==> src/lpld_pkg.sv <==
`timescale 1ns / 1ps

package lpld_pkg;

    localparam int NUM_THRESH   = 6;
    localparam int THRESH_WIDTH = 16;
    localparam int LEVEL_WIDTH  = 4;
    localparam int COUNT_WIDTH  = 3;

    typedef logic [THRESH_WIDTH-1:0] thresh_t;
    typedef logic signed [LEVEL_WIDTH-1:0] level_t;
    typedef logic [COUNT_WIDTH-1:0] count_t;

    typedef enum logic [2:0] {
        REG_ACTIVE_LEVEL = 3'd0,
        REG_LEVEL_COUNT  = 3'd1,
        REG_THRESHOLD_0  = 3'd2,
        REG_THRESHOLD_1  = 3'd3,
        REG_THRESHOLD_2  = 3'd4,
        REG_THRESHOLD_3  = 3'd5,
        REG_THRESHOLD_4  = 3'd6,
        REG_THRESHOLD_5  = 3'd7
    } cfg_index_t;

    localparam logic      ACTIVE_LEVEL_RST = 1'b0;
    localparam count_t    LEVEL_COUNT_RST  = 3'd1;
    localparam level_t    LEVEL_NONE       = -4'sd1;
    localparam thresh_t   THRESH_RST [NUM_THRESH] =
        '{16'd0, 16'd1000, 16'd2000, 16'd3000, 16'd4000, 16'd5000};

endpackage

==> src/long_press_level_detector.sv <==
`timescale 1ns / 1ps

// The result word for an accepted input word is registered and appears on the output in the cycle after acceptance.
// Throughput: one word per cycle; the output register holds a stalled result and
// in_ready stays high whenever that register is empty or being drained.
// Reset (async, active low): previous sample 0, elapsed 0, held level -1,
// registers back to defaults (active low pin, one threshold, 0/1000/.../5000 ms).
module long_press_level_detector #(
    parameter int TIME_WIDTH = 16
) (
    input  logic                     clk,
    input  logic                     rst_n,

    input  logic                     cfg_valid,
    output logic                     cfg_ready,
    input  lpld_pkg::cfg_index_t     cfg_index,
    input  lpld_pkg::thresh_t        cfg_data,

    input  logic                     in_valid,
    output logic                     in_ready,
    input  logic                     pin_sample,

    output logic                     out_valid,
    input  logic                     out_ready,
    output logic                     is_on,
    output logic                     changed,
    output logic                     released,
    output lpld_pkg::level_t         held_level,
    output logic                     level_up,
    output logic                     beep
);
    import lpld_pkg::*;

    localparam int CMP_WIDTH = (TIME_WIDTH > THRESH_WIDTH) ? TIME_WIDTH : THRESH_WIDTH;
    localparam int IDX_WIDTH = $clog2(NUM_THRESH);

    // configuration
    logic    active_level_reg;
    count_t  level_count_reg;
    thresh_t thresh_reg [NUM_THRESH];

    // tracking state
    logic                  prev_sample_reg;
    logic [TIME_WIDTH-1:0] elapsed_reg;
    level_t                level_reg;

    // result word
    logic   out_valid_reg;
    logic   is_on_reg, changed_reg, released_reg, level_up_reg, beep_reg;
    level_t held_level_reg;

    logic                  in_fire;
    logic                  cur_on, cur_changed, cur_released, cur_up, cur_beep;
    logic [TIME_WIDTH-1:0] elapsed_inc;
    logic [TIME_WIDTH-1:0] elapsed_next;
    level_t                level_next;
    count_t                count_eff;
    logic [NUM_THRESH-1:0] hit;
    logic [IDX_WIDTH-1:0]  cand;
    level_t                cand_lvl;

    assign cfg_ready = 1'b1;
    assign in_ready  = !out_valid_reg || out_ready;
    assign in_fire   = in_valid && in_ready;

    always_ff @(posedge clk or negedge rst_n)
    begin
        if (!rst_n)
        begin
            active_level_reg <= ACTIVE_LEVEL_RST;
            level_count_reg  <= LEVEL_COUNT_RST;
            for (int i = 0; i < NUM_THRESH; i++)
            begin
                thresh_reg[i] <= THRESH_RST[i];
            end
        end
        else if (cfg_valid)
        begin
            case (cfg_index)
                REG_ACTIVE_LEVEL: active_level_reg <= cfg_data[0];
                REG_LEVEL_COUNT:  level_count_reg  <= cfg_data[COUNT_WIDTH-1:0];
                REG_THRESHOLD_0:  thresh_reg[0]    <= cfg_data;
                REG_THRESHOLD_1:  thresh_reg[1]    <= cfg_data;
                REG_THRESHOLD_2:  thresh_reg[2]    <= cfg_data;
                REG_THRESHOLD_3:  thresh_reg[3]    <= cfg_data;
                REG_THRESHOLD_4:  thresh_reg[4]    <= cfg_data;
                REG_THRESHOLD_5:  thresh_reg[5]    <= cfg_data;
                default:          ;
            endcase
        end
    end

    assign cur_on      = (pin_sample == active_level_reg);
    assign cur_changed = (pin_sample != prev_sample_reg);
    assign elapsed_inc = (&elapsed_reg) ? elapsed_reg : elapsed_reg + 1'b1;
    assign count_eff   = (level_count_reg > count_t'(NUM_THRESH)) ?
                         count_t'(NUM_THRESH) : level_count_reg;

    // compare against the post-increment elapsed time
    always_comb
    begin
        for (int j = 0; j < NUM_THRESH; j++)
        begin
            hit[j] = (count_t'(j) < count_eff) &&
                     (CMP_WIDTH'(elapsed_inc) >= CMP_WIDTH'(thresh_reg[j]));
        end
        cand = '0;
        for (int j = 0; j < NUM_THRESH; j++)
        begin
            if (hit[j])
            begin
                cand = IDX_WIDTH'(j);
            end
        end
    end

    assign cand_lvl = level_t'({1'b0, cand});

    always_comb
    begin
        elapsed_next = elapsed_inc;
        level_next   = level_reg;
        cur_released = 1'b0;
        cur_up       = 1'b0;
        cur_beep     = 1'b0;
        if (cur_changed)
        begin
            if (cur_on)
            begin
                elapsed_next = '0;
                level_next   = LEVEL_NONE;
            end
            else
            begin
                cur_released = 1'b1;
            end
        end
        else if (cur_on && (cand_lvl > level_reg))
        begin
            level_next = cand_lvl;
            cur_up     = 1'b1;
            cur_beep   = (cand != '0);
        end
    end

    always_ff @(posedge clk or negedge rst_n)
    begin
        if (!rst_n)
        begin
            prev_sample_reg <= 1'b0;
            elapsed_reg     <= '0;
            level_reg       <= LEVEL_NONE;
            out_valid_reg   <= 1'b0;
        end
        else
        begin
            if (in_fire)
            begin
                prev_sample_reg <= pin_sample;
                elapsed_reg     <= elapsed_next;
                level_reg       <= level_next;
                out_valid_reg   <= 1'b1;
            end
            else if (out_ready)
            begin
                out_valid_reg <= 1'b0;
            end
        end
    end

    always_ff @(posedge clk)
    begin
        if (in_fire)
        begin
            is_on_reg      <= cur_on;
            changed_reg    <= cur_changed;
            released_reg   <= cur_released;
            held_level_reg <= level_next;
            level_up_reg   <= cur_up;
            beep_reg       <= cur_beep;
        end
    end

    assign out_valid  = out_valid_reg;
    assign is_on      = is_on_reg;
    assign changed    = changed_reg;
    assign released   = released_reg;
    assign held_level = held_level_reg;
    assign level_up   = level_up_reg;
    assign beep       = beep_reg;

    a_beep_needs_up: assert property (@(posedge clk) disable iff (!rst_n)
        out_valid && beep |-> level_up)
        else $error("beep without level_up");

    a_release_edge: assert property (@(posedge clk) disable iff (!rst_n)
        out_valid && released |-> changed && !is_on)
        else $error("released word is not a release edge");

    a_up_only_held: assert property (@(posedge clk) disable iff (!rst_n)
        out_valid && level_up |-> !changed && is_on && (held_level != LEVEL_NONE))
        else $error("level_up outside a steady press");

    a_accept_gives_word: assert property (@(posedge clk) disable iff (!rst_n)
        in_valid && in_ready |=> out_valid)
        else $error("accepted word produced no result");

    a_level_tracks: assert property (@(posedge clk) disable iff (!rst_n)
        in_valid && in_ready |=> held_level == level_reg)
        else $error("result level differs from tracked level");

endmodule

==> config.mk <==
export PLATFORM = sky130hd
export DESIGN_NAME = long_press_level_detector
export DESIGN_NICKNAME = d
export VERILOG_FILES = /design/src/lpld_pkg.sv /design/src/long_press_level_detector.sv
export SDC_FILE = /design/constraint.sdc
export NUM_CORES = 1
export LEC_CHECK = 0
export BUFFER_PORTS_ARGS = -buffer_cell sky130_fd_sc_hd__buf_2
export CELL_PAD_IN_SITES_DETAIL_PLACEMENT = 0
export CELL_PAD_IN_SITES_GLOBAL_PLACEMENT = 1
export CORE_ASPECT_RATIO = 1.1
export CORE_UTILIZATION = 45
export CTS_CLUSTER_SIZE = 8
export DETAILED_ROUTE_END_ITERATION = 12
export GPL_TIMING_DRIVEN = 0
export PLACE_DENSITY = 0.79
export SLEW_MARGIN = 0
export SYNTH_ARGS = -nofsm -noshare
export SYNTH_HDL_FRONTEND = slang
export SYNTH_SLANG_ARGS = --single-unit
==> constraint.sdc <==
create_clock -name clk -period 4 [get_ports clk]
set_input_delay 0.6 -clock clk [delete_from_list [all_inputs] [get_ports clk]]
set_output_delay 0.6 -clock clk [all_outputs]
set_load 0.01 [all_outputs]
* Yosys cells after proc, flatten, opt, wreduce, memory -nomap -nowiden *
Index checks and enable logic that the tools add are counted.

storage, ports and cells
  register bits = 115
  input port bits = 25
  output and inout port bits = 12
  logic and storage cells = 76

cells by class
  $add $sub $neg = 1
  $lt $le $gt $ge = 12
  equality and inequality tests = 8
  muxes and demuxes = 16
  bitwise operators = 1
  reductions and logical operators = 21

operator list
  kind                     count
  $ge A16 B16 Y1           5
  $mux W16                 3
  $add A16 B1 Y16 const B  1
  $reduce_and A16 Y1       1
  $mux W3                  5
  $reduce_and A2 Y1        7
  $eq A3 B3 Y1 const B     4
  $mux W4                  3
  $logic_and A1 B1 Y1      7
  $lt A2 B3 Y1 const A     2
  $lt A3 B3 Y1 const A     2
  $mux W1                  5
  $gt A4 B4 Y1             1
  $eq A3 B1 Y1 const B     1
  $eq A3 B2 Y1 const B     1
  $gt A3 B3 Y1 const B     1
  $logic_not A3 Y1         1
  $lt A1 B3 Y1 const A     1
  $reduce_bool A3 Y1       1
  $reduce_bool A2 Y1       1
  $reduce_or A2 Y1         1
  $eq A1 B1 Y1             1
  $logic_not A1 Y1         1
  $logic_or A1 B1 Y1       1
  other kinds (2)          2

* Logic depth before layout (Yosys ltp) *
Gate-level depths: netlist of the first run.

  depth after elaboration = 13
  mapped depth = 24
  gate-level depth less buffers = 24

* Least setup slack after synthesis of the first run *
No wires, ideal clock.

  path kind = reg2reg
  start point = register elapsed_reg[0]
  end point = register held_level_reg[0] (netlist: held_level[0]) (data pin)
  library setup time = 0.261 ns
  arrival time = 4.069 ns
  required time = 3.739 ns
  setup slack = -0.330 ns
  stages on the path, launching flop included = 22
  buffers on the path = 0
  clock period less this slack = 4.330 ns
  cell sequence = dfrtp_1 -> ha_1 -> nand2_1 -> nor3_4 -> nand2_2 -> and3_1 -> xor2_1 -> ha_1 -> o21a_1 -> o211ai_1 -> a2111oi_0 -> a211o_1 -> o2bb2ai_2 -> nand2b_1 -> inv_1 -> ha_1 -> nor2b_1 -> o21ai_0 -> nand2b_1 -> a21oi_1 -> or2_1 -> o32a_1

between the ends
  word-level cells in the longest chain between the ends = 13
  elaborated cells on any way between the ends = 22
  classes of those cells = add/sub: 1; order compare: 6; mux: 8; reduce/logical: 7

ends and longest elaborated chain
  element                                                line                              source
  start: declaration                                     long_press_level_detector.sv:44   logic [TIME_WIDTH-1:0] elapsed_reg;
  start signal: assignment                               long_press_level_detector.sv:160  elapsed_reg <= elapsed_next;
  $add A16 B1 Y16 or $reduce_and A16 Y1 (tied branches)  long_press_level_detector.sv:95   assign elapsed_inc = (&elapsed_reg) ? elapsed_reg : elapsed_reg + 1'b1;
  $mux W16 (*)                                           long_press_level_detector.sv:95
  $ge A16 B16 Y1                                         long_press_level_detector.sv:105  (CMP_WIDTH'(elapsed_inc) >= CMP_WIDTH'(thresh_reg[j]));
  $logic_and A1 B1 Y1                                    long_press_level_detector.sv:104  hit[j] = (count_t'(j) < count_eff) &&
  $mux W1                                                long_press_level_detector.sv:110  if (hit[j])
  $mux W3 (3 in series)                                  long_press_level_detector.sv:110
  $mux W3 (*)                                            long_press_level_detector.sv:110
  $gt A4 B4 Y1                                           long_press_level_detector.sv:138  else if (cur_on && (cand_lvl > level_reg))
  $logic_and A1 B1 Y1                                    long_press_level_detector.sv:138
  $mux W4 (*)                                            long_press_level_detector.sv:138
  $mux W4 (*)                                            long_press_level_detector.sv:126  if (cur_changed)
  net level_next[0]                                      long_press_level_detector.sv:56   level_t level_next;
  end signal: assignment                                 long_press_level_detector.sv:178  held_level_reg <= level_next;
  end: declaration                                       long_press_level_detector.sv:50   level_t held_level_reg;

Mark *: on every way through the listed nets, which the timed path passes. The rest lies on a longest branch.
A chain may end at the register's enable or synchronous reset.

* Final worst setup path of the first run *
  start point = register elapsed_reg[1]
  end point = register level_reg[0]

between the ends
  word-level cells in the longest chain between the ends = 13
  elaborated cells on any way between the ends = 22
  classes of those cells = add/sub: 1; order compare: 6; mux: 8; reduce/logical: 7

ends and longest elaborated chain
  element                                                line                              source
  $add A16 B1 Y16 or $reduce_and A16 Y1 (tied branches)  long_press_level_detector.sv:95
  $mux W16 (*)                                           long_press_level_detector.sv:95
  $ge A16 B16 Y1                                         long_press_level_detector.sv:105
  $logic_and A1 B1 Y1                                    long_press_level_detector.sv:104
  $mux W1                                                long_press_level_detector.sv:110
  $mux W3 (3 in series)                                  long_press_level_detector.sv:110
  $mux W3 (*)                                            long_press_level_detector.sv:110
  $gt A4 B4 Y1                                           long_press_level_detector.sv:138
  $logic_and A1 B1 Y1                                    long_press_level_detector.sv:138
  $mux W4 (*)                                            long_press_level_detector.sv:138
  $mux W4 (*)                                            long_press_level_detector.sv:126
  end signal: assignment                                 long_press_level_detector.sv:161  level_reg <= level_next;
  end: declaration                                       long_press_level_detector.sv:45   level_t level_reg;

Every way passes the cells marked *; elsewhere a longest branch is shown, timed or not.

==> results of run 1 <==
[report_power, final]
part           switching [uW]  total, uW  leakage [uW]  internal, uW
combinational             613       1160       0.00257           542
sequential                128       1610       0.00132          1480
clock                     520       1370      0.000268           849
total                    1260       4140       0.00416          2870
[synthesized netlist by cell type (4+ instances only)]
library cell and n:
o21a_1 6, nor3_1 5, o31ai_1 5, inv_1 85, a22o_1 7, a211oi_1 6
o21ai_0 36, mux2_2 68, o21ai_1 5, a31oi_1 7, ha_1 84, buf_2 7
xnor2_1 7, nor2_1 16, clkbuf_1 10, nand4_1 11, a211o_1 4, xor2_1 5
nand3_1 15, a21oi_1 35, nand2b_1 10, dfrtp_1 71, nand2_1 51, edfxtp_1 9
o211ai_1 7, dfstp_2 35
[through the flow]
step	worst slack [ns]	TNS [ns]
6_report	-0.471	-3.15
5_1_grt	-0.654	-4.50
3_5_place_dp	-1.11	-7.85
3_3_place_gp	-1.09	-7.67
4_1_cts	-0.422	-2.46
2_1_floorplan	-0.110	-0.236
[cells by family (layout without fill, tap and decap cells)]
logic type               count (synthesis)  count (layout)
adder cells (fa/ha/maj)                 84              84
multiplexers                            70              70
XOR/XNOR                                12              12
AND/OR/NAND/NOR                        132             132
flip-flops                             115             115
buffers and inverters                  104             226
AO/OA/AOI/OAI                          136             136
other                                    1               1
[layer usage]
| metal | share of wire (%) | up-vias |
|---|---|---|
| met5 | 0 | - |
| met4 | 2.7 | 0 |
| met3 | 2.4 | 33 |
| met2 | 51 | 96 |
| met1 | 44 | 2624 |
| li1 | - | 2537 |
[cells in the final DEF, fill, tap and decap left out, drive strengths merged, types with 4 or more instances in the layout]
master	netlist	layout
buf	9	99
inv	85	85
ha	84	84
dfrtp	71	71
mux2	70	70
nand2	52	52
o21ai	41	41
a21oi	36	36
clkbuf	10	36
dfstp	35	35
nor2	18	18
nand3	16	16
nand4	11	11
nand2b	10	10
edfxtp	9	9
o211ai	7	7
a22o	7	7
xnor2	7	7
a31oi	7	7
a211oi	6	6
clkinv	0	6
o21a	6	6
nor3	6	6
o31ai	5	5
xor2	5	5
a211o	4	4
and2	4	4
[worst max-delay path by stage]
stage                    from             to  cells after the start
6_report       elapsed_reg[1]   level_reg[0]                     23
5_1_grt        elapsed_reg[6]   level_reg[0]                     24
4_1_cts        elapsed_reg[0]  held_level[0]                     23
3_5_place_dp   elapsed_reg[0]   level_reg[0]                     22
3_3_place_gp   elapsed_reg[0]   level_reg[0]                     22
2_1_floorplan  elapsed_reg[4]   level_reg[0]                     22
[cell type report]
| class | count | area share, % |
|---|---|---|
| well taps | 196 | 2.74 |
| multi-input cells | 435 | 46.0 |
| clock inverters | 6 | 0.336 |
| repair buffers | 90 | 7.29 |
| inverters | 85 | 3.60 |
| flip-flops and latches | 115 | 33.3 |
| plain buffers | 19 | 1.15 |
| clock buffers | 26 | 5.59 |
[what timing repair did]
action	4_1_cts	5_1_grt
setup endpoints to repair	8	8
buffers inserted	32	26
gates resized for setup	67	27
pin swaps	27	37
==> impl_results.md, run 1 <==
- Status: finished, violations left
- Failing checks: negative setup slack
- GPL Wtd Cong: 0.810
- Slew headroom: 41.5%
- CP bufs+invs: 1
- Post-synth EDFFs: 9
- Clk Latency, worst-skew pair: 0.42 ns
- Peak supply drop: 0.281 mV
- Clk buf depth: 2
- CP endpoint kind: register
- #FFs+latches synth: 115
- Met1 Use GR: 28.3%
- Die Wd: 120 um
- Antenna Cells: 0
- Worst min path class: input pin to asynchronous set/reset pin
- Critical Path Max Stage Delay: 0.43 ns
- Post-synth cell types: 59
- Finished Cell Area: 8940 um2
- Crit Path Max Fanout: 5
- Clock skew: 0.0101 ns
- Cells along the critical path: nand3_2, or3_4, nor2_4, and3_4, nand3_4, o21a_4, ha_4, nand4_1, nor3_4, nand3b_1, a41oi_2, nand3_1, a22oi_2, nor2_1, ha_2, nor2b_4, o21ai_1, nand2b_1, a21oi_2, or2_4, inv_4, nand2_2, o32a_1
- Post-placement cell count: 882
- Initial Util: 45.8%
- Root Driver: clkbuf_16
- Reg-to-Reg End: level_reg[0]
- Syn nets: 763
- Max-slew violations: 0
- Crit path time final: 4.47 ns
- Delay-heaviest family, CP: simple AND/OR/NAND/NOR gates
- Worst hold slack: 0.252 ns
- CP Class: register to register
- Multi-input gate area: 4110 um2
- Worst slew pin tran: 0.878 ns
- Worst endpoint required time: 4.34 ns
- Asr flop ratio synth: 92.2%
- Endpoints failing hold: 0
- Most used routing layer: met2
- Num rows: 47
- Total number of vias: 5290
- Flop2flop setup slack: -0.47 ns
- Die area: 15800 um2
- CTS tree: done
- Routed vias/inst: 5.44
- Avg WL per Cell: 18.3 um
- GR Util met3: 4.04%
- Mux cell area share after synthesis: 11.5%
- Final routed DRC violation total: 0
- Post-synth top flop: dfrtp_1
- Fin nets: 872
- Port Buffer Count: 31
- TritonCTS buffer count: 17
- Sequential area share after synthesis: 43.2%
- Largest family of logic cells by synthesized area: adder cells
- DR iter-0 viols: 184
- CP max-delay cell: dfrtp_1
- Detailed Place HPWL: 11.9 mm
- Fillcell total: 1223
- Reg2reg path depth: 23
- Fmax: 0.224 GHz
- Largest net degree at the start of global routing: 56
- Mapped Area: 6870 um2
- Final WS setup: -0.471 ns
- Util after Layout: 59.6%
- Congestion Overflow GR: 0
- Power Total: 4140 uW
- Share of cells above drive strength 1: 40.5%
- Routed Antenna Nets: 0
- CTS Sinks: 115
- Area leader, netlist: dfrtp_1
- Cell count after synthesis: 654
- Average footprint of a synthesized cell: 10.5 um2
- PwrDens: 463 nW/um2
- Max H-tree Level: 4
- FF/Latch Area: 2980 um2
- GR met2 Demand/Resource: 38.4%
- Fin cells: 972
- Adder-cell share of the synthesized area: 15.3%
- Synth warn: 0
- Share of the synthesized area in the top cell type: 25.9%
- Max-Cap Viols: 0
- Synth area leaders: dfrtp_1 26%, ha_1 15%, dfstp_2 13%
- Clock transition at path regs: 0.05 ns
- DIE HEIGHT: 132 um
- Post-synthesis simple-gate area fraction: 9.95%
- Post-route clock period utilization: 112%
- Finish-stage setup viols: 8
- TritonRoute pass-1 iters: 4
- Synth Area in XOR/XNOR: 1.53%
- DP Area: 7410 um2
- Final WL: 17.8 mm
- First-pass GRT wire length: 27.2 mm
- Crit path DAT: 4.81 ns
- Leak Pwr: 0.00416 uW
- CORE AREA: 15000 um2
- CP startpoint kind: register
- Initial antenna violation count: 0
- RSZ-0062 raised after global routing: yes
- # hold bufs at CTS: 0
- GRT Overall Usage: 22.7%
- Area growth syn-to-layout: 30.1%
- Worst r2r src: elapsed_reg[1]
- Vias in the first global route: 5320
- Max reg flops: 80
- Synth Area in Compound Gates: 12.6%
- I/O pin count: 37
(Power assumes the default switching activity.)
==> run 2: changes to the inputs <==
- CELL_PAD_IN_SITES_DETAIL_PLACEMENT: 0 -> default
- CELL_PAD_IN_SITES_GLOBAL_PLACEMENT: 1 -> default
- CORE_UTILIZATION: 45 -> 55
- PLACE_DENSITY: 0.79 -> 0.78
- SKIP_CTS_REPAIR_TIMING: default -> 1
==> impl_results.md, run 2 (synthesis gave the netlist of run 1 again) <==
- CORE AREA: 12100 um2 (-19%)
- Max-slew violations: 0 (unchanged)
- Max reg flops: 80 (unchanged)
- Num rows: 42 (-11%)
- Final routed DRC violation total: 0 (unchanged)
- CP startpoint kind: register
- DIE HEIGHT: 119 um (-9.4%)
- Avg WL per Cell: 20.2 um (+11%)
- DP Area: 7360 um2 (-0.71%)
- Worst r2r src: elapsed_reg[10]
- Reg-to-Reg End: held_level[0]
- Critical Path Max Stage Delay: 0.42 ns (about the same)
- First-pass GRT wire length: 27.0 mm (-0.61%)
- Worst min path class: input pin to asynchronous set/reset pin
- Critical Path Stages: 23 (unchanged)
- TritonRoute pass-1 iters: 4 (unchanged)
- Share of cells above drive strength 1: 39.5% (-0.96 points)
- Post-route clock period utilization: 118% (+5.9 points)
- CP endpoint kind: register
- Max-Cap Viols: 0 (unchanged)
- Crit path DAT: 4.89 ns (+0.08 ns)
- Crit Path Max Fanout: 6 (+1)
- Peak supply drop: 0.283 mV (+0.72%)
- CTS tree: done
- Congestion Overflow GR: 0 (unchanged)
- Finish-stage setup viols: 8 (unchanged)
- Reg2reg path depth: 23 (unchanged)
- Die Wd: 109 um (-9.4%)
- TritonCTS buffer count: 17 (unchanged)
- Finished Cell Area: 8820 um2 (-1.3%)
- Area growth syn-to-layout: 28.4%
- Fin nets: 868 (-0.46%)
- CP max-delay cell: a2111oi_2
- Vias in the first global route: 5439 (+2.2%)
- Clock transition at path regs: 0.06 ns (about the same)
- Failing checks: negative setup slack
- GPL Wtd Cong: 0.853 (+5.3%)
- Die area: 12900 um2 (-18%)
- Most frequent cells in the layout: 83 x inv_1, 79 x ha_1, 69 x mux2_2, 63 x dfrtp_1, 49 x buf_4
- Total number of vias: 5610 (+6.0%)
- Worst slew pin tran: 0.953 ns (+0.0755 ns)
- Crit path time final: 4.71 ns (+0.234 ns)
- Fmax: 0.213 GHz (-5.0%)
- Initial Util: 56.8% (+11 points)
- CP endpoint: held_level[0]
- Routed Antenna Nets: 0 (unchanged)
- Initial antenna violation count: 0 (unchanged)
- Worst setup startpoint: elapsed_reg[10]
- CTS Sinks: 115 (unchanged)
- Port Buffer Count: 31 (unchanged)
- PwrDens: 487 nW/um2 (+5.2%)
- Util after Layout: 73.0% (+13 points)
- Leak Pwr: 0.00418 uW (+0.46%)
- Antenna Cells: 0 (unchanged)
- Cells along the critical path: buf_6, nand4_1, buf_6, nor2_4, a21oi_4, and3_4, nand3_4, xnor2_4, buf_6, ha_4, a21oi_2, a2111oi_2, a211o_1, o2bb2ai_4, nand2b_4, inv_2, ha_4, nor2b_1, o21ai_1, nand2b_1, a21oi_2, or2_4, o32a_1
- Final WS setup: -0.705 ns (-0.234 ns)
- RSZ-0062 raised after global routing: yes
- Clk Latency, worst-skew pair: 0.43 ns (about the same)
- Flop2flop setup slack: -0.71 ns (-0.23 ns)
- Clock skew: 0.00955 ns (-0.000525 ns)
- Endpoints failing hold: 0 (unchanged)
- Detailed Place HPWL: 11.7 mm (-0.96%)
- I/O pin count: 37 (unchanged)
- Clk buf depth: 2 (unchanged)
- Max H-tree Level: 4 (unchanged)
- Status: finished, violations left
- Largest net degree at the start of global routing: 62 (+11%)
- Routed vias/inst: 6.06 (+11%)
- CP Class: register to register
- Delay-heaviest family, CP: compound AO/OA/AOI/OAI gates
- Root Driver: clkbuf_16
- GRT Overall Usage: 28.0% (+5.3 points)
- Worst path most repeated cell: buf_6
- DR iter-0 viols: 382 (+110%)
- Final WL: 18.7 mm (+5.4%)
- Slew headroom: 36.5% (-5.0 points)
- CP bufs+invs: 4 (+3)
- Worst endpoint required time: 4.18 ns (-0.16 ns)
- Commonest non-fill, non-tap cell in the layout: inv_1
==> run 2: changes by cell type in the layout (fill, tap and decap cells not counted), sizes merged <==
cell / previous run / this run
bufinv: 0 / 2
clkinv: 6 / 7
clkbuf: 36 / 32
buf: 99 / 95
clkinvlp: 0 / 1
==> run 2: power by group <==
part | internal [uW] | switching (uW)
Sequential | 1480 | 146
Combinational | 506 | 622
Clock | 993 | 542
Total | 2980 | 1310
==> run 2: layer usage <==
layer,routed length (um),track usage [%]
met1,7560,34.7
met2,9440,45.3
met3,1020,5.58
met4,705,15.4
met5,0,0
==> run 2: worst min path at each step <==
stage	startpoint	endpoint	slack [ns]	cells past startpoint
global route	rst_n	elapsed_reg[13]	0.33	1
CTS	rst_n	elapsed_reg[13]	0.30	1
finish	rst_n	elapsed_reg[13]	0.27	1
floorplan	rst_n	active_level_reg	0.30	0
global placement	prev_sample_reg	prev_sample_reg	0.48	2
detailed placement	thresh_reg[19]	thresh_reg[19]	0.49	1
==> run 2: layout make-up <==
class                   instances  area, um2
plain buffers                  19        103
clock buffers                  22        495
clock inverters                10        103
fillers                       808       3270
inverters                      85        322
multi-input cells             435       3990
flip-flops and latches        115       2980
well taps                     154        193
repair buffers                 86        634
==> run 2: through the flow <==
stage / setup TNS [ns] / instances / hold WS (ns) / power [uW] / setup WS, ns
floorplan: -0.236 / 654 / 0.304 / 2290 / -0.110
global placement: -7.32 / 839 / 0.483 / 2530 / -1.04
detailed placement: -8.33 / 840 / 0.494 / 2600 / -1.18
CTS: -8.75 / 872 / 0.301 / 4140 / -1.23
global route: -5.68 / 926 / 0.334 / 4510 / -0.790
finish: -4.96 / 926 / 0.267 / 4290 / -0.705
==> run 2: worst register-to-register path, cell delays in order, from the launching register on <==
cell and delay (ns):
dfrtp_1 0.38, buf_6 0.13, nand4_1 0.12, buf_6 0.14, nor2_4 0.06, a21oi_4 0.24
and3_4 0.25, nand3_4 0.11, xnor2_4 0.22, buf_6 0.16, ha_4 0.26, a21oi_2 0.06
a2111oi_2 0.42, a211o_1 0.32, o2bb2ai_4 0.17, nand2b_4 0.17, inv_2 0.05, ha_4 0.26
nor2b_1 0.13, o21ai_1 0.08, nand2b_1 0.09, a21oi_2 0.07, or2_4 0.28, o32a_1 0.29
==> run 3: changes to the inputs <==
- ABC_AREA: default -> 1
==> impl_results.md, run 3 <==
- TritonRoute pass-1 iters: 8 (+4)
- Average footprint of a synthesized cell: 8.09 um2 (-23%)
- I/O pin count: 37 (unchanged)
- TritonCTS buffer count: 17 (unchanged)
- Routed vias/inst: 5.49 (-9.4%)
- Delay-heaviest family, CP: simple AND/OR/NAND/NOR gates
- Initial Util: 57.1% (+0.27 points)
- Avg WL per Cell: 16.3 um (-20%)
- CP bufs+invs: 5 (+1)
- Count leader, synth: nand2_1
- Crit path time final: 4.48 ns (-0.227 ns)
- CP endpoint kind: register
- Congestion Overflow GR: 0 (unchanged)
- Final routed DRC violation total: 0 (unchanged)
- Die Wd: 109 um (+0.66%)
- First-pass GRT wire length: 28.1 mm (+4.1%)
- Max-Cap Viols: 0 (unchanged)
- Peak supply drop: 0.327 mV (+15%)
- DR iter-0 viols: 428 (+12%)
- Sequential area share after synthesis: 42.6% (-0.57 points)
- Worst endpoint required time: 4.16 ns (-0.02 ns)
- CP Class: register to register
- Root Driver: clkbuf_16
- Post-synth cell types: 41 (-31%)
- Detailed Place HPWL: 12.3 mm (+5.0%)
- Crit path DAT: 4.64 ns (-0.25 ns)
- Total number of vias: 6031 (+7.5%)
- Largest net degree at the start of global routing: 69 (+11%)
- Max reg flops: 80 (unchanged)
- Most frequent cells in the layout: 198 x nand2_1, 144 x inv_1, 98 x o21ai_0, 76 x ha_1, 69 x dfrtp_1
- CP startpoint kind: register
- Vias in the first global route: 5849 (+7.5%)
- Max H-tree Level: 4 (unchanged)
- Finish-stage setup viols: 8 (unchanged)
- Clk buf depth: 2 (unchanged)
- Util after Layout: 69.0% (-3.9 points)
- Critical Path Max Stage Delay: 0.44 ns (+0.02 ns)
- Fin nets: 1041 (+20%)
- Initial antenna violation count: 0 (unchanged)
- CTS Sinks: 115 (unchanged)
- Commonest non-fill, non-tap cell in the layout: nand2_1
- PwrDens: 559 nW/um2 (+15%)
- CTS tree: done
- Synth warn: 0 (unchanged)
- Final WS setup: -0.479 ns (+0.227 ns)
- Fmax: 0.223 GHz (+5.1%)
- Leak Pwr: 0.00432 uW (+3.5%)
- Num rows: 42 (unchanged)
- Worst slew pin tran: 0.950 ns (-0.00318 ns)
- Share of cells above drive strength 1: 21.6% (-18 points)
- CP max-delay cell: dfrtp_1
- Commonest cells post-synth: 216 x nand2_1, 155 x inv_1, 102 x o21ai_0, 84 x ha_1, 71 x dfrtp_1
- Die area: 13100 um2 (+1.3%)
- Clk Latency, worst-skew pair: 0.43 ns (about the same)
- Port Buffer Count: 35 (+13%)
- Share of the synthesized area in the top cell type: 25.5% (-0.34 points)
- GRT Overall Usage: 28.8% (+0.79 points)
- Worst path most repeated cell: inv_2
- Post-route clock period utilization: 112% (-5.7 points)
- Syn nets: 969 (+27%)
- Mapped Area: 6960 um2 (+1.3%)
- Clock skew: 0.00751 ns (-0.00204 ns)
- Cell count after synthesis: 860 (+31%)
- Final WL: 17.9 mm (-4.5%)
- Post-synth top flop: dfrtp_1
- CORE AREA: 12200 um2 (+0.87%)
- Area growth syn-to-layout: 20.9%
- Endpoints failing hold: 0 (unchanged)
- Asr flop ratio synth: 92.2% (unchanged)
- Clock transition at path regs: 0.05 ns (about the same)
- #FFs+latches synth: 115 (unchanged)
- Status: finished, violations left
- Routed Antenna Nets: 0 (unchanged)
- Worst min path class: input pin to asynchronous set/reset pin
- Synth area leaders: dfrtp_1 26%, ha_1 15%, dfstp_2 13%
- Antenna Cells: 0 (unchanged)
- Setup TNS: -3.48 ns (+1.48 ns)
- GPL Wtd Cong: 0.861 (+0.94%)
- RSZ-0062 raised after global routing: yes
- DIE HEIGHT: 120 um (+0.66%)
- Failing checks: negative setup slack
- Crit Path Max Fanout: 8 (+2)
- Max-slew violations: 0 (unchanged)
- Slew headroom: 36.7% (+0.21 points)
- Post-synth EDFFs: 9 (unchanged)
- Fillcell total: 961 (+19%)
- Area leader, netlist: dfrtp_1
- Worst hold slack: 0.151 ns (-0.117 ns)
run 3: changes by cell type after synthesis, sizes merged, moves of 6 or more:
cell,delta
a21oi,+8
buf,-6
nand2b,-10
nand2,+167
mux2,-70
o22ai,+6
a22o,-7
clkbuf,+6
a211oi,-6
o211ai,-7
o21ai,+70
nor2,+18
inv,+74
run 3: cell families (layout without fill, tap and decap cells):
group	Yosys count	in the layout	synth area share, %
buf+inv	178	263	9.67
other cells	1	1	0.0539
compound gates	176	176	13.6
flops	115	115	42.6
simple gates	296	296	17.6
xor+xnor	10	10	1.37
fa+ha+maj	84	84	15.1
run 3: through the flow:
step | worst slack, ns | area [um2] | power (uW) | cells
after global placement | -0.505 | 7330 | 2890 | 1049
after floorplan | 0.293 | 6960 | 2560 | 860
after CTS | -0.756 | 7920 | 4400 | 1082
after detailed placement | -0.612 | 7360 | 2960 | 1050
final | -0.479 | 8420 | 4710 | 1099
after global routing | -0.722 | 8420 | 5020 | 1099
run 3: path summary, 6_finish.rpt:
| path | end | slack, ns | cells after the start | startpoint |
|---|---|---|---|---|
| max | held_level[2] | -0.48 | 26 | elapsed_reg[1] |
| min | elapsed_reg[2] | 0.15 | 1 | rst_n |
| max reg2reg | held_level[2] | -0.48 | 26 | elapsed_reg[1] |
| min reg2reg | thresh_reg[17] | 0.48 | 2 | thresh_reg[17] |
| max in group asynchronous | thresh_reg[73] | 3.07 | 2 | rst_n |
| min in group clk | thresh_reg[11] | 0.39 | 3 | cfg_data[11] |
run 3: report_power, final:
part / leakage (uW) / switching, uW / total [uW] / internal [uW]
registers: 0.00135 / 146 / 1610 / 1470
clock network: 0.000280 / 520 / 1420 / 901
logic: 0.00269 / 1020 / 1680 / 653
run 3: cell type report:
type / count / area, um2 / share of cell area (%)
Multi-Input combinational cell: 567 / 3690 / 43.8
Inverter: 159 / 599 / 7.12
Tap cell: 154 / 193 / 2.29
Clock buffer: 28 / 537 / 6.38
Buffer: 19 / 76.3 / 0.907
Timing Repair Buffer: 53 / 337 / 4.00
Sequential cell: 115 / 2970 / 35.3
Clock inverter: 4 / 20.0 / 0.238
run 3: per-layer routing:
layer	share of wire [%]	routed length, um	vias up	GRT usage [%]
met5	0	0	-	0
met4	2.9	518	0	10.8
li1	-	-	2911	-
met1	43	7730	2910	35.3
met3	3.8	678	42	5.81
met2	50	8950	168	49.3
